==> src/sv/hsvcpd_pkg.sv <==
// ============================================================================
// HSV color presence detector package
// Shared widths, register indexes, reset values and controller types.
// ============================================================================
package hsvcpd_pkg;

    // Field widths.
    localparam int COLOR_BITS  = 8;
    localparam int COL_BITS    = 12;
    localparam int START_BITS  = 12;
    localparam int WIDTH_BITS  = 13;
    localparam int COUNT_BITS  = 22;
    localparam int CFG_DATA_BITS = 22;
    localparam int CFG_IDX_BITS  = 3;

    // Stream word widths, padded to whole bytes.
    localparam int S_TDATA_BITS = 40;
    localparam int M_TDATA_BITS = 24;

    // Divider geometry: dividend holds up to 661 * 255, divisor up to 510.
    localparam int DIVIDEND_BITS = 18;
    localparam int DIVISOR_BITS  = 9;
    localparam int DIV_STEPS     = DIVIDEND_BITS;
    localparam int DIV_CNT_BITS  = $clog2(DIV_STEPS);

    // Saturation numerator 510 * diff + v fits in 17 bits.
    localparam int SNUM_BITS = 17;
    localparam int HUE_BITS  = 9;
    localparam logic [HUE_BITS-1:0] HUE_WRAP = 9'd180;

    // Window edge: start + width needs one bit more than the width field.
    localparam int EDGE_BITS = WIDTH_BITS + 1;
    localparam int MAX_COLUMNS = 4096;

    // Configuration register indexes.
    localparam logic [CFG_IDX_BITS-1:0] CFG_WINDOW_START = 3'd0;
    localparam logic [CFG_IDX_BITS-1:0] CFG_WINDOW_WIDTH = 3'd1;
    localparam logic [CFG_IDX_BITS-1:0] CFG_HUE_LOW      = 3'd2;
    localparam logic [CFG_IDX_BITS-1:0] CFG_HUE_HIGH     = 3'd3;
    localparam logic [CFG_IDX_BITS-1:0] CFG_SAT_LOW      = 3'd4;
    localparam logic [CFG_IDX_BITS-1:0] CFG_VAL_LOW      = 3'd5;
    localparam logic [CFG_IDX_BITS-1:0] CFG_THRESHOLD    = 3'd6;

    // Register values after reset.
    localparam logic [START_BITS-1:0]  RST_WINDOW_START = 12'd210;
    localparam logic [WIDTH_BITS-1:0]  RST_WINDOW_WIDTH = 13'd250;
    localparam logic [COLOR_BITS-1:0]  RST_HUE_LOW      = 8'd17;
    localparam logic [COLOR_BITS-1:0]  RST_HUE_HIGH     = 8'd30;
    localparam logic [COLOR_BITS-1:0]  RST_SAT_LOW      = 8'd67;
    localparam logic [COLOR_BITS-1:0]  RST_VAL_LOW      = 8'd78;
    localparam logic [COUNT_BITS-1:0]  RST_THRESHOLD    = 22'd5000;

    // Controller states.
    typedef enum logic [1:0] {
        ST_IDLE,
        ST_PREP,
        ST_DIV,
        ST_EVAL
    } state_t;

    // Commands from the controller to the datapath.
    typedef struct packed {
        logic load_in;   // capture the input word
        logic load_div;  // form operands and start both dividers
        logic step_div;  // one quotient bit in both dividers
        logic commit;    // update the count and, on frame end, the result
    } cmd_t;

    // Status from the datapath to the controller.
    typedef struct packed {
        logic last;      // captured word closes the frame
        logic out_free;  // result register can take a new word this cycle
    } sts_t;

endpackage

==> src/sv/hsv_color_presence_detector.sv <==
// ============================================================================
// HSV color presence detector
// Counts pixels of a column strip that fall in an HSV color box per frame.
// ============================================================================
// Usage:
//   The s_ channel carries one pixel per word: blue, green, red and column in
//   s_tdata, with s_tlast marking the last pixel of a frame. Pixels inside
//   the configured column window are converted to HSV and counted when hue,
//   saturation and value lie within the configured limits.
//   On the last pixel of a frame one word leaves on the m_ channel with the
//   detection flag and the saturating match count, and the count restarts.
//   Each pixel is accepted, its operands are set up, the two restoring
//   dividers (saturation and hue, run in parallel) take 18 steps and the
//   count is updated; the next pixel is accepted only after that update.
//   A frame result is registered onto m_tvalid in that update step.
//   A waiting result does not stop the next pixels; only a further frame end
//   waits in the update step until the result register is free.
//   Write registers through cfg_we, cfg_index and cfg_wdata only while the
//   block is idle; the block does not enforce this. Reset restores the
//   default register values, clears the count and drops any pending result.
// ============================================================================
module hsv_color_presence_detector (
    input  logic                                  aclk,
    input  logic                                  aresetn,
    // Pixel stream.
    input  logic                                  s_tvalid,
    output logic                                  s_tready,
    input  logic [hsvcpd_pkg::S_TDATA_BITS-1:0]   s_tdata,  // blue, green, red, column
    input  logic                                  s_tlast,  // frame_end
    // Result stream.
    output logic                                  m_tvalid,
    input  logic                                  m_tready,
    output logic [hsvcpd_pkg::M_TDATA_BITS-1:0]   m_tdata,  // detected, match_count
    // Register write port.
    input  logic                                  cfg_we,
    input  logic [hsvcpd_pkg::CFG_IDX_BITS-1:0]   cfg_index,
    input  logic [hsvcpd_pkg::CFG_DATA_BITS-1:0]  cfg_wdata
);

    hsvcpd_pkg::cmd_t cmd;
    hsvcpd_pkg::sts_t sts;

    hsvcpd_ctrl u_ctrl (
        .aclk     (aclk),
        .aresetn  (aresetn),
        .s_tvalid (s_tvalid),
        .s_tready (s_tready),
        .sts      (sts),
        .cmd      (cmd)
    );

    hsvcpd_dp u_dp (
        .aclk      (aclk),
        .aresetn   (aresetn),
        .cmd       (cmd),
        .sts       (sts),
        .s_tdata   (s_tdata),
        .s_tlast   (s_tlast),
        .m_tvalid  (m_tvalid),
        .m_tready  (m_tready),
        .m_tdata   (m_tdata),
        .cfg_we    (cfg_we),
        .cfg_index (cfg_index),
        .cfg_wdata (cfg_wdata)
    );

endmodule

==> src/sv/hsvcpd_div.sv <==
// ============================================================================
// Restoring divider
// Unsigned division producing one quotient bit per step.
// ============================================================================
module hsvcpd_div (
    input  logic                                 aclk,
    input  logic                                 start,
    input  logic                                 step,
    input  logic [hsvcpd_pkg::DIVIDEND_BITS-1:0] dividend,
    input  logic [hsvcpd_pkg::DIVISOR_BITS-1:0]  divisor,
    output logic [hsvcpd_pkg::DIVIDEND_BITS-1:0] quotient
);

    logic [hsvcpd_pkg::DIVIDEND_BITS-1:0] quo_reg, quo_next;
    logic [hsvcpd_pkg::DIVISOR_BITS-1:0]  rem_reg, rem_next;
    logic [hsvcpd_pkg::DIVISOR_BITS-1:0]  den_reg, den_next;
    logic [hsvcpd_pkg::DIVISOR_BITS:0]    trial;
    logic                                 fits;

    // Shift the next dividend bit into the remainder and try a subtraction.
    always_comb begin
        trial    = {rem_reg, quo_reg[hsvcpd_pkg::DIVIDEND_BITS-1]};
        fits     = trial >= {1'b0, den_reg};
        quo_next = quo_reg;
        rem_next = rem_reg;
        den_next = den_reg;
        if (start) begin
            quo_next = dividend;
            rem_next = '0;
            den_next = divisor;
        end else if (step) begin
            quo_next = {quo_reg[hsvcpd_pkg::DIVIDEND_BITS-2:0], fits};
            if (fits) begin
                rem_next = hsvcpd_pkg::DIVISOR_BITS'(trial - {1'b0, den_reg});
            end else begin
                rem_next = hsvcpd_pkg::DIVISOR_BITS'(trial);
            end
        end
    end

    always_ff @(posedge aclk) begin
        quo_reg <= quo_next;
        rem_reg <= rem_next;
        den_reg <= den_next;
    end

    assign quotient = quo_reg;

endmodule

==> src/sv/hsvcpd_dp.sv <==
// ============================================================================
// HSV color presence detector datapath
// Configuration registers, HSV conversion, match count and result register.
// ============================================================================
module hsvcpd_dp (
    input  logic                                  aclk,
    input  logic                                  aresetn,
    input  hsvcpd_pkg::cmd_t                      cmd,
    output hsvcpd_pkg::sts_t                      sts,
    input  logic [hsvcpd_pkg::S_TDATA_BITS-1:0]   s_tdata,
    input  logic                                  s_tlast,
    output logic                                  m_tvalid,
    input  logic                                  m_tready,
    output logic [hsvcpd_pkg::M_TDATA_BITS-1:0]   m_tdata,
    input  logic                                  cfg_we,
    input  logic [hsvcpd_pkg::CFG_IDX_BITS-1:0]   cfg_index,
    input  logic [hsvcpd_pkg::CFG_DATA_BITS-1:0]  cfg_wdata
);

    localparam int CB = hsvcpd_pkg::COLOR_BITS;
    localparam int NB = hsvcpd_pkg::COUNT_BITS;

    // Configuration registers.
    logic [hsvcpd_pkg::START_BITS-1:0] win_start_reg;
    logic [hsvcpd_pkg::WIDTH_BITS-1:0] win_width_reg;
    logic [CB-1:0]                     hue_low_reg, hue_high_reg;
    logic [CB-1:0]                     sat_low_reg, val_low_reg;
    logic [NB-1:0]                     threshold_reg;

    always_ff @(posedge aclk) begin
        if (!aresetn) begin
            win_start_reg <= hsvcpd_pkg::RST_WINDOW_START;
            win_width_reg <= hsvcpd_pkg::RST_WINDOW_WIDTH;
            hue_low_reg   <= hsvcpd_pkg::RST_HUE_LOW;
            hue_high_reg  <= hsvcpd_pkg::RST_HUE_HIGH;
            sat_low_reg   <= hsvcpd_pkg::RST_SAT_LOW;
            val_low_reg   <= hsvcpd_pkg::RST_VAL_LOW;
            threshold_reg <= hsvcpd_pkg::RST_THRESHOLD;
        end else if (cfg_we) begin
            unique case (cfg_index)
                hsvcpd_pkg::CFG_WINDOW_START: win_start_reg <= cfg_wdata[11:0];
                hsvcpd_pkg::CFG_WINDOW_WIDTH: win_width_reg <= cfg_wdata[12:0];
                hsvcpd_pkg::CFG_HUE_LOW:      hue_low_reg   <= cfg_wdata[7:0];
                hsvcpd_pkg::CFG_HUE_HIGH:     hue_high_reg  <= cfg_wdata[7:0];
                hsvcpd_pkg::CFG_SAT_LOW:      sat_low_reg   <= cfg_wdata[7:0];
                hsvcpd_pkg::CFG_VAL_LOW:      val_low_reg   <= cfg_wdata[7:0];
                hsvcpd_pkg::CFG_THRESHOLD:    threshold_reg <= cfg_wdata[21:0];
                default: ;
            endcase
        end
    end

    // Input word capture.
    logic [CB-1:0]                   blue_reg, green_reg, red_reg;
    logic [hsvcpd_pkg::COL_BITS-1:0] col_reg;
    logic                            last_reg;

    always_ff @(posedge aclk) begin
        if (cmd.load_in) begin
            blue_reg  <= s_tdata[7:0];
            green_reg <= s_tdata[15:8];
            red_reg   <= s_tdata[23:16];
            col_reg   <= s_tdata[35:24];
            last_reg  <= s_tlast;
        end
    end

    // Max, min and the two dividends and divisors.
    logic [CB-1:0]                          v_c, mn_c, diff_c;
    logic [CB-1:0]                          hue_add, hue_sub;
    logic [9:0]                             hue_k;
    logic [hsvcpd_pkg::SNUM_BITS-1:0]       s_num;
    logic [hsvcpd_pkg::DIVIDEND_BITS-1:0]   h_num;
    logic [hsvcpd_pkg::EDGE_BITS-1:0]       win_end;
    logic                                   inside_c;

    always_comb begin
        v_c  = blue_reg;
        mn_c = blue_reg;
        if (green_reg > v_c)  v_c  = green_reg;
        if (red_reg > v_c)    v_c  = red_reg;
        if (green_reg < mn_c) mn_c = green_reg;
        if (red_reg < mn_c)   mn_c = red_reg;
        diff_c = v_c - mn_c;

        s_num = hsvcpd_pkg::SNUM_BITS'(diff_c) * hsvcpd_pkg::SNUM_BITS'(510)
              + hsvcpd_pkg::SNUM_BITS'(v_c);

        // Sector offset of 360 degrees plus the rounding term, all per diff.
        priority if (v_c == red_reg) begin
            hue_add = green_reg;
            hue_sub = blue_reg;
            hue_k   = 10'd361;
        end else if (v_c == green_reg) begin
            hue_add = blue_reg;
            hue_sub = red_reg;
            hue_k   = 10'd481;
        end else begin
            hue_add = red_reg;
            hue_sub = green_reg;
            hue_k   = 10'd601;
        end
        h_num = hsvcpd_pkg::DIVIDEND_BITS'(hue_add) * hsvcpd_pkg::DIVIDEND_BITS'(60)
              + hsvcpd_pkg::DIVIDEND_BITS'(diff_c) * hsvcpd_pkg::DIVIDEND_BITS'(hue_k)
              - hsvcpd_pkg::DIVIDEND_BITS'(hue_sub) * hsvcpd_pkg::DIVIDEND_BITS'(60);

        win_end  = hsvcpd_pkg::EDGE_BITS'(win_start_reg)
                 + hsvcpd_pkg::EDGE_BITS'(win_width_reg);
        inside_c = (col_reg >= win_start_reg)
                && (hsvcpd_pkg::EDGE_BITS'(col_reg) < win_end)
                && (32'(col_reg) < hsvcpd_pkg::MAX_COLUMNS);
    end

    // Value, window flag and the flags that override the divider results, kept for the evaluation step.
    logic [CB-1:0] v_reg;
    logic          v_zero_reg, diff_zero_reg, inside_reg;

    always_ff @(posedge aclk) begin
        if (cmd.load_div) begin
            v_reg         <= v_c;
            v_zero_reg    <= (v_c == '0);
            diff_zero_reg <= (diff_c == '0);
            inside_reg    <= inside_c;
        end
    end

    // Saturation and hue dividers run side by side.
    logic [hsvcpd_pkg::DIVIDEND_BITS-1:0] s_quo, h_quo;

    hsvcpd_div u_sat_div (
        .aclk     (aclk),
        .start    (cmd.load_div),
        .step     (cmd.step_div),
        .dividend (hsvcpd_pkg::DIVIDEND_BITS'(s_num)),
        .divisor  ({v_c, 1'b0}),
        .quotient (s_quo)
    );

    hsvcpd_div u_hue_div (
        .aclk     (aclk),
        .start    (cmd.load_div),
        .step     (cmd.step_div),
        .dividend (h_num),
        .divisor  ({diff_c, 1'b0}),
        .quotient (h_quo)
    );

    // Threshold test and saturating count update.
    logic [CB-1:0]                   sat_c;
    logic [hsvcpd_pkg::HUE_BITS-1:0] hue_raw, hue_c;
    logic                            match_c;
    logic [NB-1:0]                   cnt_reg, cnt_next, cnt_upd;
    logic                            out_valid_reg, out_valid_next;
    logic                            det_reg, det_next;
    logic [NB-1:0]                   out_cnt_reg, out_cnt_next;

    always_comb begin
        sat_c   = v_zero_reg ? '0 : s_quo[CB-1:0];
        hue_raw = diff_zero_reg ? '0 : h_quo[hsvcpd_pkg::HUE_BITS-1:0];
        hue_c   = (hue_raw >= hsvcpd_pkg::HUE_WRAP) ? hue_raw - hsvcpd_pkg::HUE_WRAP
                                                     : hue_raw;
        match_c = inside_reg
               && (hue_c >= hsvcpd_pkg::HUE_BITS'(hue_low_reg))
               && (hue_c <= hsvcpd_pkg::HUE_BITS'(hue_high_reg))
               && (sat_c >= sat_low_reg)
               && (v_reg >= val_low_reg);

        cnt_upd = (match_c && (cnt_reg != '1)) ? cnt_reg + 1'b1 : cnt_reg;

        cnt_next       = cnt_reg;
        out_valid_next = out_valid_reg && !m_tready;
        det_next       = det_reg;
        out_cnt_next   = out_cnt_reg;
        if (cmd.commit) begin
            if (last_reg) begin
                cnt_next       = '0;
                out_valid_next = 1'b1;
                det_next       = cnt_upd > threshold_reg;
                out_cnt_next   = cnt_upd;
            end else begin
                cnt_next = cnt_upd;
            end
        end
    end

    always_ff @(posedge aclk) begin
        if (!aresetn) begin
            cnt_reg       <= '0;
            out_valid_reg <= 1'b0;
        end else begin
            cnt_reg       <= cnt_next;
            out_valid_reg <= out_valid_next;
        end
    end

    always_ff @(posedge aclk) begin
        det_reg     <= det_next;
        out_cnt_reg <= out_cnt_next;
    end

    assign sts.last     = last_reg;
    assign sts.out_free = !out_valid_reg || m_tready;
    assign m_tvalid     = out_valid_reg;
    assign m_tdata      = {1'b0, out_cnt_reg, det_reg};

endmodule

==> src/sv/hsvcpd_ctrl.sv <==
// ============================================================================
// HSV color presence detector controller
// Sequences capture, operand setup, divider steps and the count update.
// ============================================================================
module hsvcpd_ctrl (
    input  logic             aclk,
    input  logic             aresetn,
    input  logic             s_tvalid,
    output logic             s_tready,
    input  hsvcpd_pkg::sts_t sts,
    output hsvcpd_pkg::cmd_t cmd
);

    hsvcpd_pkg::state_t                   state_reg, state_next;
    logic [hsvcpd_pkg::DIV_CNT_BITS-1:0]  iter_reg, iter_next;
    logic                                 div_done;

    assign div_done = (iter_reg == hsvcpd_pkg::DIV_CNT_BITS'(hsvcpd_pkg::DIV_STEPS - 1));

    // Next state and step counter.
    always_comb begin
        state_next = state_reg;
        iter_next  = iter_reg;
        unique case (state_reg)
            hsvcpd_pkg::ST_IDLE: begin
                if (s_tvalid) state_next = hsvcpd_pkg::ST_PREP;
            end
            hsvcpd_pkg::ST_PREP: begin
                iter_next  = '0;
                state_next = hsvcpd_pkg::ST_DIV;
            end
            hsvcpd_pkg::ST_DIV: begin
                iter_next = iter_reg + 1'b1;
                if (div_done) state_next = hsvcpd_pkg::ST_EVAL;
            end
            hsvcpd_pkg::ST_EVAL: begin
                // A frame result must wait for room in the result register.
                if (!sts.last || sts.out_free) state_next = hsvcpd_pkg::ST_IDLE;
            end
            default: state_next = hsvcpd_pkg::ST_IDLE;
        endcase
    end

    // Commands for the datapath.
    always_comb begin
        s_tready = 1'b0;
        cmd      = '0;
        unique case (state_reg)
            hsvcpd_pkg::ST_IDLE: begin
                s_tready    = 1'b1;
                cmd.load_in = s_tvalid;
            end
            hsvcpd_pkg::ST_PREP: cmd.load_div = 1'b1;
            hsvcpd_pkg::ST_DIV:  cmd.step_div = 1'b1;
            hsvcpd_pkg::ST_EVAL: cmd.commit   = !sts.last || sts.out_free;
            default: ;
        endcase
    end

    always_ff @(posedge aclk) begin
        if (!aresetn) begin
            state_reg <= hsvcpd_pkg::ST_IDLE;
            iter_reg  <= '0;
        end else begin
            state_reg <= state_next;
            iter_reg  <= iter_next;
        end
    end

endmodule

==> config.mk <==
export PLATFORM = sky130hd
export DESIGN_NAME = hsv_color_presence_detector
export DESIGN_NICKNAME = d
export VERILOG_FILES = /design/src/sv/hsvcpd_pkg.sv /design/src/sv/hsv_color_presence_detector.sv /design/src/sv/hsvcpd_div.sv /design/src/sv/hsvcpd_dp.sv /design/src/sv/hsvcpd_ctrl.sv
export SDC_FILE = /design/constraint.sdc
export NUM_CORES = 1
export LEC_CHECK = 0
export BUFFER_PORTS_ARGS = -buffer_cell sky130_fd_sc_hd__buf_4
export CAP_MARGIN = 20
export CORE_ASPECT_RATIO = 0.9
export CORE_MARGIN = 2
export CORE_UTILIZATION = 40
export DETAILED_ROUTE_END_ITERATION = 12
export GPL_TIMING_DRIVEN = 0
export SKIP_LAST_GASP = 1
export SLEW_MARGIN = 20
export SYNTH_ARGS = -nofsm -noshare
export SYNTH_HDL_FRONTEND = slang
export SYNTH_SLANG_ARGS = --single-unit
==> constraint.sdc <==
create_clock -name aclk -period 12.4 [get_ports aclk]
set_clock_uncertainty 0.1 [all_clocks]
set_input_delay 1.24 -clock aclk [delete_from_list [all_inputs] [get_ports aclk]]
set_output_delay 1.24 -clock aclk [all_outputs]
set_load 0.01 [all_outputs]
==> impl_metrics.env <==
export IMPL_cts_path_max_buffers=3
export IMPL_fp_dieH_um=219.0
export IMPL_hp_start="u_dp.threshold_reg[6]"
export IMPL_grt_use_total_pct=19.72
export IMPL_hold_viol=0
export IMPL_cts_tree="yes"
export IMPL_crit_fanout=10
export IMPL_multi_input_area_sq_mm=0.01324
export IMPL_cap_violations=0
export IMPL_grt_pass1_wl_um=84680
export IMPL_grt_max_degree=32
export IMPL_r2r_start="u_dp.blue_reg[5]"
export IMPL_antenna_cells=0
export IMPL_postRouteAntennaNets=0
export IMPL_clock_latency_ns=0.57
export IMPL_die_w_um=242.9
export IMPL_globalplace_congestion=0.9259
export IMPL_fp_dieArea_sq_mm=0.05319
export IMPL_ys_seq_elements=242
export IMPL_holdCritPathClass="reg -> reg"
export IMPL_required_ns=12.61
export IMPL_critPathSlowestCell="fa_1"
export IMPL_wl_per_cell_um=17.05
export IMPL_cp_startpoint="u_dp.blue_reg[5]"
export IMPL_wl_um=52360
export IMPL_cp_arrival_ns=12.09
export IMPL_synthFlopType="dfxtp_1"
export IMPL_root_buffer="clkbuf_16"
export IMPL_setup_viol=0
export IMPL_whs_endpoint="u_dp.threshold_reg[6]"
export IMPL_tightest_slew_ns=1.164
export IMPL_drc=0
export IMPL_ys_warnings_count=0
export IMPL_post_synth_num_cell_types=72
export IMPL_status="finished, final reports clean"
export IMPL_path_class="reg -> reg"
export IMPL_slew_headroom_pct=22.14
export IMPL_clkSlewWorstSetupHoldPaths_ns=0.06
export IMPL_reg2reg_depth=46
export IMPL_syn_to_final_growth_pct=14.14
export IMPL_ioPinCount=97
export IMPL_ff_latch_area_sq_mm=0.005986
export IMPL_drtIter0Drc=854
export IMPL_n_fill_cell=4837
export IMPL_r2r_slack_ns=0.52
export IMPL_cts_sinks=242
export IMPL_finalCritPeriodShare_pct=95.81
export IMPL_synth_area_sq_mm=0.02054
export IMPL_path_common_cell="fa_1"
export IMPL_synthesis_nets=2676
export IMPL_htreeDepth=1
export IMPL_io_buffers=89
export IMPL_slew_viol_final=0
export IMPL_final_min_clock_period_ns=11.88
export IMPL_crit_path_start_kind="register"
export IMPL_grt_overflow=0
export IMPL_dp_hpwl_um=40890
export IMPL_hold_depth=2
export IMPL_avgSynthCellArea_sq_um=9.245
export IMPL_synth_edff_count=114
export IMPL_vias_per_cell=5.207
export IMPL_antenna_found_initial=0
export IMPL_initial_core_util_pct=40.64
export IMPL_hold_buffers=0
export IMPL_critPathCaptureType="register"
export IMPL_drt_pass1_iter_count=5
export IMPL_r2r_end="u_dp.u_hue_div.quotient[17]"
export IMPL_seq_area_frac_synth_pct=29.14
export IMPL_core_sq_mm=0.05055
export IMPL_rows=78
export IMPL_grt_pass1_vias=16260
export IMPL_slowest_delay_ns=0.55
export IMPL_synth_cells=2222
export IMPL_nNetsFinal=2822
export IMPL_fin_util_pct=46.38
export IMPL_layout_drive_gt1_share_pct=10.04
export IMPL_cts_buffers=29
export IMPL_num_vias=15990
export IMPL_timing_fmax_mhz=84.17
export IMPL_async_reset_ff_share_pct=0
-- metrics by stage --
| stage | worst slack, ns | area (sq um) | hold WS [ns] | TNS (ns) | instances |
|---|---|---|---|---|---|
| final | 0.5193 | 23450 | 0.3682 | 0 | 3071 |
| after floorplan | 1.115 | 20540 | 0.3273 | 0 | 2222 |
| after global placement | -0.8450 | 22060 | 0.3448 | -2.465 | 2991 |
| after CTS | 0.08015 | 23270 | 0.3713 | 0 | 3059 |
| after detailed placement | -1.055 | 22200 | 0.3620 | -3.647 | 2997 |
| after global routing | -0.04588 | 23450 | 0.3850 | -0.04588 | 3071 |
-- placed cells by master (no fill, tap or decap), types with 52 or more instances in the layout --
master	n
a21boi_0	53
a21o_1	70
a21oi_1	95
buf_4	114
clkbuf_1	56
dfxtp_1	128
edfxtp_1	114
fa_1	113
ha_1	269
inv_1	321
nand2_1	238
nor2_1	108
o21ai_0	68
xnor2_1	66
xor2_1	52
-- repair_timing --
item                                    CTS  global route
endpoints found under the setup margin    7             7
pin swaps                                 3             9
setup buffers                             9            13
resized for setup                        11            24
-- final cells by class --
class | instances | area share [%]
multi-input cells | 1590 | 56.48
clock buffers | 40 | 3.490
repair buffers | 117 | 3.949
well taps | 680 | 3.628
flip-flops and latches | 242 | 25.53
plain buffers | 66 | 1.185
inverters | 322 | 5.154
clock inverters | 14 | 0.5869
-- per-layer routing --
metal	global-route usage [%]	up-vias	part of all wire [%]	wire length, um
met5	0	-	0	0
met4	4.765	0	2.1	1105
met3	2.788	76	5.8	3017
met2	33.17	400	45	23690
met1	26.79	7627	47	24550
li1	-	7889	-	-
-- worst max-delay path by stage --
stage	endpoint	slack (ns)	cells past startpoint
floorplan	u_dp.u_hue_div.quotient[17]	1.11	49
global placement	u_dp.u_hue_div.quotient[17]	-0.84	49
detailed placement	u_dp.u_hue_div.quotient[17]	-1.06	49
CTS	u_dp.u_hue_div.quotient[17]	0.08	48
global route	u_dp.u_hue_div.quotient[17]	-0.05	47
finish	u_dp.u_hue_div.quotient[17]	0.52	46
-- critical path, delay by kind of cell (launching register included) --
family	cells	cell delay [ns]
XOR/XNOR	2	0.33
flip-flops	1	0.44
adder cells (fa/ha/maj)	11	4.92
AO/OA/AOI/OAI	17	3.18
buffers and inverters	8	0.85
multiplexers	2	0.65
AND/OR/NAND/NOR	6	1.10
-- synthesized netlist by cell type (15+ instances only) --
| cell type | instances | area share, % |
|---|---|---|
| a31oi_1 | 17 | 0.52 |
| nand2b_1 | 27 | 0.82 |
| and2_1 | 15 | 0.46 |
| o21ai_0 | 69 | 1.7 |
| xor2_1 | 53 | 2.3 |
| fa_1 | 113 | 11 |
| a21boi_0 | 53 | 1.9 |
| a211oi_1 | 20 | 0.73 |
| nand4_1 | 17 | 0.52 |
| mux2_2 | 28 | 1.5 |
| clkbuf_1 | 53 | 0.97 |
| a21o_1 | 70 | 2.6 |
| ha_1 | 270 | 16 |
| nor2_1 | 109 | 2.0 |
| dfxtp_1 | 128 | 12 |
| mux2i_1 | 28 | 1.4 |
| o21a_1 | 21 | 0.77 |
| inv_1 | 322 | 5.9 |
| a21oi_1 | 99 | 2.4 |
| xnor2_1 | 71 | 3.0 |
| edfxtp_1 | 114 | 17 |
| o211ai_1 | 37 | 1.4 |
| nor3_1 | 22 | 0.54 |
| nor2b_1 | 32 | 0.97 |
| nand2_1 | 238 | 4.3 |
| nand3_1 | 45 | 1.1 |
| o21bai_1 | 18 | 0.66 |
-- cells by family (layout without fill, tap and decap cells) --
logic type / Yosys count / count (layout) / synth area share [%]
buffers and inverters: 390 / 559 / 7.205
AOI/OAI and AO/OA: 470 / 470 / 15.46
adders and majority gates: 383 / 383 / 27.46
and+or+nand+nor: 556 / 556 / 12.54
xor gates and xnor gates: 124 / 124 / 5.287
muxes: 56 / 56 / 2.899
DFF: 242 / 242 / 29.14
other: 1 / 1 / 0.01825
Power is not shown: default switching activity piles up to over one toggle a cycle in this logic, so the estimate is an artifact.
